File: src/rtl/assert_macros.svh
// Assertion helpers shared by the RTL files.
`ifndef ASSERT_MACROS_SVH
`define ASSERT_MACROS_SVH

// Same-cycle implication, disabled while reset is asserted.
`define ASSERT_IMPL(lbl, clk, rst_n, ante, cons) \
	lbl: assert property (@(posedge clk) disable iff (!rst_n) (ante) |-> (cons)) \
		else $error("assertion failed");

// Next-cycle implication, disabled while reset is asserted.
`define ASSERT_NEXT(lbl, clk, rst_n, ante, cons) \
	lbl: assert property (@(posedge clk) disable iff (!rst_n) (ante) |=> (cons)) \
		else $error("assertion failed");

`endif

File: src/rtl/tsm_pkg.sv
`timescale 1ns / 1ps
package tsm_pkg;
	// Parameter defaults.
	localparam int CHANNELS_DEF    = 8;
	localparam int QUEUE_DEPTH_DEF = 16;
	localparam int TIME_BITS_DEF   = 48;

	// Configuration port.
	localparam int CFG_BITS = 8;
	localparam logic REG_MERGE_MODE     = 1'b0;
	localparam logic REG_CHANNEL_ENABLE = 1'b1;
	localparam logic [1:0] MERGE_MODE_RST = 2'd1;

	// Merge modes.
	localparam logic [1:0] MODE_MUX = 2'd0;
	localparam logic [1:0] MODE_AND = 2'd1;
	localparam logic [1:0] MODE_OR  = 2'd2;

	// Actions of an input item.
	localparam logic [1:0] ACT_PUSH    = 2'd0;
	localparam logic [1:0] ACT_ADVANCE = 2'd1;
	localparam logic [1:0] ACT_CLEAR   = 2'd2;

	// Result status codes.
	localparam logic [2:0] ST_MERGED   = 3'd0;
	localparam logic [2:0] ST_NONE_DUE = 3'd1;
	localparam logic [2:0] ST_PUSH_OK  = 3'd2;
	localparam logic [2:0] ST_DROPPED  = 3'd3;
	localparam logic [2:0] ST_CLEARED  = 3'd4;

	typedef enum logic [2:0] {
		S_IDLE,
		S_SCAN_RD,
		S_SCAN_CMP,
		S_POP_RD,
		S_POP_CMP,
		S_EMIT
	} state_t;

	typedef enum logic [2:0] {
		OP_NONE,
		OP_ACCEPT,
		OP_SCAN_RD,
		OP_SCAN_CMP,
		OP_POP_RD,
		OP_POP_CMP,
		OP_EMIT
	} op_t;

	// Controller to datapath.
	typedef struct packed {
		op_t  op;
		logic in_ready;
	} cmd_t;

	// Datapath to controller.
	typedef struct packed {
		logic in_valid;
		logic in_adv;
		logic out_free;
		logic ch_last;
		logic elig;
		logic due;
		logic head_due;
		logic emit_done;
	} sts_t;
endpackage

File: src/rtl/tsm_ctrl.sv
`timescale 1ns / 1ps
`include "assert_macros.svh"
module tsm_ctrl (
	input  logic          clk,
	input  logic          arst_n,
	input  tsm_pkg::sts_t sts,
	output tsm_pkg::cmd_t cmd
);
	import tsm_pkg::*;

	state_t state_q, state_d;

	// State register.
	always_ff @(posedge clk or negedge arst_n) begin
		if (!arst_n) begin
			state_q <= S_IDLE;
		end else begin
			state_q <= state_d;
		end
	end

	// Next state.
	always_comb begin
		state_d = state_q;
		unique case (state_q)
			S_IDLE: begin
				if (sts.in_valid && sts.out_free && sts.in_adv) state_d = S_SCAN_RD;
			end
			S_SCAN_RD: state_d = S_SCAN_CMP;
			S_SCAN_CMP: begin
				state_d = sts.ch_last ? S_POP_RD : S_SCAN_RD;
			end
			S_POP_RD: begin
				if (!sts.due) state_d = S_EMIT;
				else if (sts.elig) state_d = S_POP_CMP;
				else if (sts.ch_last) state_d = S_EMIT;
			end
			S_POP_CMP: begin
				if (sts.head_due) state_d = S_POP_RD;
				else if (sts.ch_last) state_d = S_EMIT;
				else state_d = S_POP_RD;
			end
			S_EMIT: begin
				if (sts.emit_done) state_d = S_IDLE;
			end
			default: state_d = S_IDLE;
		endcase
	end

	// Commands to the datapath.
	always_comb begin
		cmd.in_ready = (state_q == S_IDLE) && sts.out_free;
		cmd.op = OP_NONE;
		unique case (state_q)
			S_IDLE:     if (sts.in_valid && sts.out_free) cmd.op = OP_ACCEPT;
			S_SCAN_RD:  cmd.op = OP_SCAN_RD;
			S_SCAN_CMP: cmd.op = OP_SCAN_CMP;
			S_POP_RD:   cmd.op = OP_POP_RD;
			S_POP_CMP:  cmd.op = OP_POP_CMP;
			S_EMIT:     cmd.op = OP_EMIT;
			default:    cmd.op = OP_NONE;
		endcase
	end

	`ASSERT_NEXT(a_pop_cmp_exit, clk, arst_n, state_q == S_POP_CMP, state_q == S_POP_RD || state_q == S_EMIT)
endmodule

File: config.mk
export PLATFORM = sky130hd
export DESIGN_NAME = tsm_ctrl
export DESIGN_NICKNAME = d
export VERILOG_FILES = /design/src/rtl/tsm_pkg.sv /design/src/rtl/tsm_ctrl.sv
export VERILOG_INCLUDE_DIRS = /design/src /design/src/rtl
export SDC_FILE = /design/constraint.sdc
export NUM_CORES = 1
export LEC_CHECK = 0
export BUFFER_PORTS_ARGS = -buffer_cell sky130_fd_sc_hd__buf_2
export CAP_MARGIN = 15
export CORE_AREA = 2 2 39 41
export CTS_CLUSTER_DIAMETER = 40
export CTS_CLUSTER_SIZE = 24
export DETAILED_ROUTE_END_ITERATION = 16
export DIE_AREA = 0 0 41 43
export PLACE_DENSITY = 0.46
export SYNTH_ARGS = -nofsm -noshare
export SYNTH_HDL_FRONTEND = slang
export SYNTH_SLANG_ARGS = --single-unit
File: constraint.sdc
create_clock -name clk -period 1.6 [get_ports clk]
set_input_delay 0.08 -clock clk [delete_from_list [all_inputs] [get_ports clk]]
set_output_delay 0.08 -clock clk [all_outputs]
set_load 0.005 [all_outputs]
==> impl_results.md, run 1 <==
* Least-Margin Pin Slew at 0.401 ns
* CP Launch Type: flop
* Overall Power at 689 uW
* Combinational power share at 0.474
* Crit-path leading delay family: simple AND/OR/NAND/NOR gates
* IO Pins at 14
* Synth cell types at 24
* Outcome: finished, final reports clean
* Int Pwr at 402 uW
* Max cap viols at 0
* CP max stage cell: dfrtp_1
* Clock buffer depth at 2
* CP Capture Type: flop
* Area growth, synth to finish at 34.2%
* Reg2reg start: state_q[1]$_DFFE_PN0P_
* Peak VDD IR at 0.584 mV
* CP Class: flop to flop
* Register with the most flip-flops: state_q
* Setup TNS at 0 ns
* Fin util at 0.277
* Iteration-0 DRC count of the detailed router at 4
* PostCTS Resize Cnt at 0
* Power Density at 1800 nW/um2
* Post-route clock period utilization at 0.858
* Drt pass-1 iters at 4
* Clock share of power at 0.194
* Biggest regs: state_q: 3 flops
* WP data required at 1.74 ns
* WL/cell at 10.4 um
* Number of global-route vias before repair at 264
* Syn_area_per_cell at 8.64 um2
* Ant diodes at 0
* Non-Filler Instances at 64
* Slew Viols, Final at 0
* Sw power at 287 uW
* Worst-skew pair later-pin latency at 0.23 ns
* Crit path buf inv count at 0
* Post-synthesis register bit count at 3
* Clock transition at path regs at 0.04 ns
* Worst relative slew slack at 0.733
* Arr. time, crit path at 1.51 ns
* Leak at 0.188 nW
* Max Clock Skew at 0.00315 ns
* Stages on worst setup path at 3
* CTS Root Cell: clkbuf_4
* Largest register FFs at 3
* Unrepaired setup endpoints after global routing: no
* Fin. Hold Viols at 0
* Max incr delay on CP at 0.58 ns
* Row count at 14
* Minimum clock period at 1.37 ns
* Congestion Overflow GR at 0
* CTS tree: yes
* CTS H-tree depth at 1
* GRT Total Usage at 0.0893
* # DRC at 0
* Post-DP HPWL at 510 um
* Sequential share of power at 0.332
* Core area at 1380 um2
* Syn_nets at 43
* Cells after DPL at 59
* Port buffer count at 13
* Gp weighted congestion at 0.638
* Share of layout cells above drive strength 1 at 0.354
* Fill count at 162
* Post-route ant nets at 0
* Cells after synthesis at 33
* Synth warn at 0
* Fin nets at 59
* Antenna violations before repair at 0
* Clock Sinks at 3
* Worst r2r dst: state_q[1]$_DFFE_PN0P_
* R2r worst-path depth at 3
* Die Height at 43 um
* Sw frac at 0.416
* Total routed wirelength at 664 um
* Global-route wire length before repair at 1080 um
* Final setup viols at 0
* Post-synthesis sequential area ratio at 0.263
* CTS buffer count at 3
* Mapped Area at 285 um2
* Avg Vias per Cell at 4.56
* Routed vias at 292
* Reg2Reg Setup Slack at 0.23 ns
* Worst-path cell chain: nand3b_4, or4b_1, o211ai_1
* Die Width at 41 um
* Worst hold path type: primary input to asynchronous set/reset pin
* Die area at 1760 um2
* Initial Util at 0.206
* CP startpoint: state_q[1]$_DFFE_PN0P_
* Critical Path Fanout Max at 11
* Pin count of the biggest net entering global routing at 12
* Critical path endpoint: state_q[1]$_DFFE_PN0P_
* Max Fclk at 728 MHz
[worst min-delay path by stage]
stage	endpoint	slack [ns]	cells past startpoint
2_1_floorplan	state_q[0]$_DFFE_PN0P_	-0.22	0
3_3_place_gp	state_q[1]$_DFFE_PN0P_	-0.12	1
3_5_place_dp	state_q[0]$_DFFE_PN0P_	-0.12	1
4_1_cts	state_q[1]$_DFFE_PN0P_	0.16	2
5_1_grt	state_q[1]$_DFFE_PN0P_	0.19	2
6_report	state_q[1]$_DFFE_PN0P_	0.17	2
[metal layers]
metal / GRT usage / up-vias / routed length, um
met4: 0.0200 / 0 / 0
li1: - / 151 / -
met5: 0 / - / 0
met3: 0.0471 / 0 / 54
met1: 0.128 / 131 / 295
met2: 0.116 / 10 / 314
[timing repair]
action / in CTS / in global routing
hold buffers: 1 / 0
setup endpoints to repair: 0 / 0
endpoints found under the hold margin: 3 / 0
buffers inserted: 0 / 0
[through the flow]
| stage | hold WS [ns] | instance area [um2] | setup WS (ns) |
|---|---|---|---|
| after CTS | 0.162 | 383 | 0.208 |
| after detailed placement | -0.123 | 347 | 0.221 |
| after global routing | 0.186 | 383 | 0.133 |
| after floorplan | -0.216 | 285 | 0.349 |
| after global placement | -0.123 | 347 | 0.207 |
| final | 0.166 | 383 | 0.227 |
[layout make-up]
class                           count  area (um2)  share of cell area
Clock buffer                        4        26.3              0.0686
Multi-Input combinational cell     27         186               0.487
Sequential cell                     3        75.1               0.196
Tap cell                           16        20.0              0.0523
Timing Repair Buffer               14        75.1               0.196
[cells in the mapped netlist (all sizes together)]
library cell / instances / area [um2]
nand3: 2 / 10.0
and3: 1 / 6.26
o211ai: 1 / 7.51
nor3: 1 / 5.00
nor4b: 1 / 8.76
and2b: 1 / 7.51
a211oi: 3 / 22.5
nand2: 3 / 11.3
nand2b: 2 / 12.5
or4b: 1 / 10.0
dfrtp: 3 / 75.1
nor2b: 2 / 12.5
and2: 1 / 6.26
nand3b: 1 / 20.0
a21o: 1 / 7.51
a21oi: 1 / 5.00
buf: 3 / 23.8
nor3b: 1 / 7.51
or3: 1 / 6.26
a31oi: 1 / 6.26
nor2: 1 / 3.75
a221o: 1 / 10.0
[kinds of logic after synthesis]
family,after synthesis,synth area share
buffers and inverters,3,0.0833
AND/OR/NAND/NOR,19,0.447
flip-flops,3,0.263
AO/OA/AOI/OAI,8,0.206
[cells in the final DEF (no fill, tap or decap)]
master         instances
and2b_1                1
buf_2                 13
nor3b_1                1
or4b_1                 1
and2_1                 1
or3_1                  1
a21o_1                 1
dlygate4sd3_1          1
clkbuf_1               1
a31oi_1                1
a221o_1                1
o211ai_1               1
nor2_1                 1
a21oi_1                1
nor4b_1                1
nand3b_4               1
nand3_1                2
dfrtp_1                3
nand2_1                3
nor2b_1                2
clkbuf_4               3
nand2b_1               2
and3_1                 1
a211oi_1               3
nor3_1                 1
[power groups by stage]
stage               Combinational, mW  Sequential, mW  Clock [mW]
CTS                             0.338           0.229       0.140
global route                    0.372           0.245       0.148
finish                          0.327           0.229       0.133
floorplan                       0.348           0.135           0
global placement                0.334           0.227           0
detailed placement              0.336           0.229           0
(Power assumes the default switching activity.)
==> run 2: changes to the inputs <==
--- a/config.mk
+++ b/config.mk
@@ -6,7 +6,7 @@
 export SDC_FILE = /design/constraint.sdc
 export NUM_CORES = 1
 export LEC_CHECK = 0
-export BUFFER_PORTS_ARGS = -buffer_cell sky130_fd_sc_hd__buf_2
+export BUFFER_PORTS_ARGS = -buffer_cell sky130_fd_sc_hd__buf_4
 export CAP_MARGIN = 15
 export CORE_AREA = 2 2 39 41
 export CTS_CLUSTER_DIAMETER = 40
==> run 2 against run 1 <==
  * Clock-buffer cell count unchanged
  * Non-clock buffer count unchanged
  * Register-to-register slack about the same
  * Routed wire length increased by 0.90%
  * Hold slack got worse by 0.0028 ns
  * Sequential cell count unchanged
  * Clock skew increased by 0.0020 ns
  * Power increased by 5.2%
  * Largest cell class unchanged
==> impl_results.md, run 2 (synthesis results as in run 1) <==
* Worst-path cell chain: nand3b_4, or4b_1, o211ai_1
* Most frequent cells in the layout: buf_4, nand2_1, a211oi_1, clkbuf_4, dfrtp_1
* CTS tree: yes
* Cells after DPL at 59
* Register with the most flip-flops: state_q
* GRT Total Usage at 0.0903
* IO Pins at 14
* Max Clock Skew at 0.00516 ns
* Worst hold path type: primary input to flop
* WL/cell at 10.5 um
* WP data required at 1.74 ns
* Largest register FFs at 3
* Clock Sinks at 3
* Iteration-0 DRC count of the detailed router at 7
* Least-Margin Pin Slew at 0.412 ns
* CTS H-tree depth at 1
* CP max stage cell: or4b_1
* # DRC at 0
* Ant diodes at 0
* Clock transition at path regs at 0.03 ns
* Arr. time, crit path at 1.50 ns
* CTS Root Cell: clkbuf_4
* Core area at 1380 um2
* Port buffer count at 13
* Fin nets at 59
* Antenna violations before repair at 0
* Initial Util at 0.206
* Drt pass-1 iters at 3
* Peak VDD IR at 0.536 mV
* Setup TNS at 0 ns
* Die Height at 43 um
* Worst relative slew slack at 0.722
* CTS buffer count at 3
* Unrepaired setup endpoints after global routing: no
* Routed vias at 292
* Row count at 14
* Max Fclk at 734 MHz
* Slew Viols, Final at 0
* Die Width at 41 um
* Biggest regs: state_q: 3 flops
* Post-DP HPWL at 499 um
* Area growth, synth to finish at 45.6%
* Minimum clock period at 1.36 ns
* Clock buffer depth at 2
* Gp weighted congestion at 0.697
* Die area at 1760 um2
* Outcome: finished, final reports clean
* Worst-skew pair later-pin latency at 0.24 ns
* Fin. Hold Viols at 0
* Post-route ant nets at 0
* Number of global-route vias before repair at 279
* Commonest non-fill, non-tap cell in the layout: buf_4
* Postcts setup bufs at 0
* Congestion Overflow GR at 0
* CP Capture Type: flop
* Post-route clock period utilization at 0.852
* Total routed wirelength at 670 um
* Power Density at 1740 nW/um2
* Global-route wire length before repair at 1030 um
* CP Class: flop to flop
* Final setup viols at 0
* Max cap viols at 0
* CP Launch Type: flop
* Pin count of the biggest net entering global routing at 12
* Max incr delay on CP at 0.48 ns
* Min Hold Slack at 0.163 ns
* Leak at 0.197 nW
* Critical Path Fanout Max at 10
* Share of layout cells above drive strength 1 at 0.354
* Non-Filler Instances at 64
* Avg Vias per Cell at 4.56
run 2: timing repair:
action | CTS | global route
hold endpoints to repair | 3 | 0
hold buffers | 1 | 0
gates resized for setup | 0 | 0
run 2: worst paths after layout:
kind                                        start                      to  cells after the start  slack, ns
max                        state_q[2]$_DFFE_PN0P_  state_q[1]$_DFFE_PN0P_                      3       0.24
min                                        sts[0]  state_q[2]$_DFFE_PN0P_                      4       0.16
max reg2reg                state_q[2]$_DFFE_PN0P_  state_q[1]$_DFFE_PN0P_                      3       0.24
min reg2reg                state_q[0]$_DFFE_PN0P_  state_q[2]$_DFFE_PN0P_                      2       0.73
max in group asynchronous                  arst_n  state_q[2]$_DFFE_PN0P_                      2       1.33
min in group asynchronous                  arst_n  state_q[0]$_DFFE_PN0P_                      2       0.17
run 2: worst max-delay path, delay by kind of cell (launching register included):
| kind | cells | cell delay, ns |
|---|---|---|
| simple gates | 2 | 0.69 |
| flops | 1 | 0.47 |
| compound gates | 1 | 0.11 |
run 2: final cells by class:
type                    count  area, um2
well taps                  16       20.0
clock buffers               4       26.3
multi-input cells          27        186
fillers                   150        968
flip-flops and latches      3       75.1
repair buffers             14        108
run 2: per-layer routing:
metal / part of all wire / track usage / routed length (um)
met1: 0.44 / 0.103 / 293
met2: 0.50 / 0.134 / 337
met3: 0.058 / 0.0157 / 39
met4: 0 / 0.0800 / 0
met5: 0 / 0 / 0
run 2: power by group:
group,switching [mW],internal [mW],leakage [nW]
combinational,0.135,0.232,0.144
clock,0.0416,0.0936,0.0150
sequential,0.107,0.114,0.0376
total,0.284,0.440,0.197
run 2: through the flow:
stage / power [mW] / area (um2) / worst slack, ns / utilization
2_1_floorplan: 0.483 / 285 / 0.349 / -
3_3_place_gp: 0.603 / 379 / 0.208 / 0.274
3_5_place_dp: 0.596 / 379 / 0.248 / 0.274
4_1_cts: 0.741 / 415 / 0.225 / 0.300
5_1_grt: 0.790 / 415 / 0.158 / 0.300
6_report: 0.725 / 415 / 0.237 / 0.300
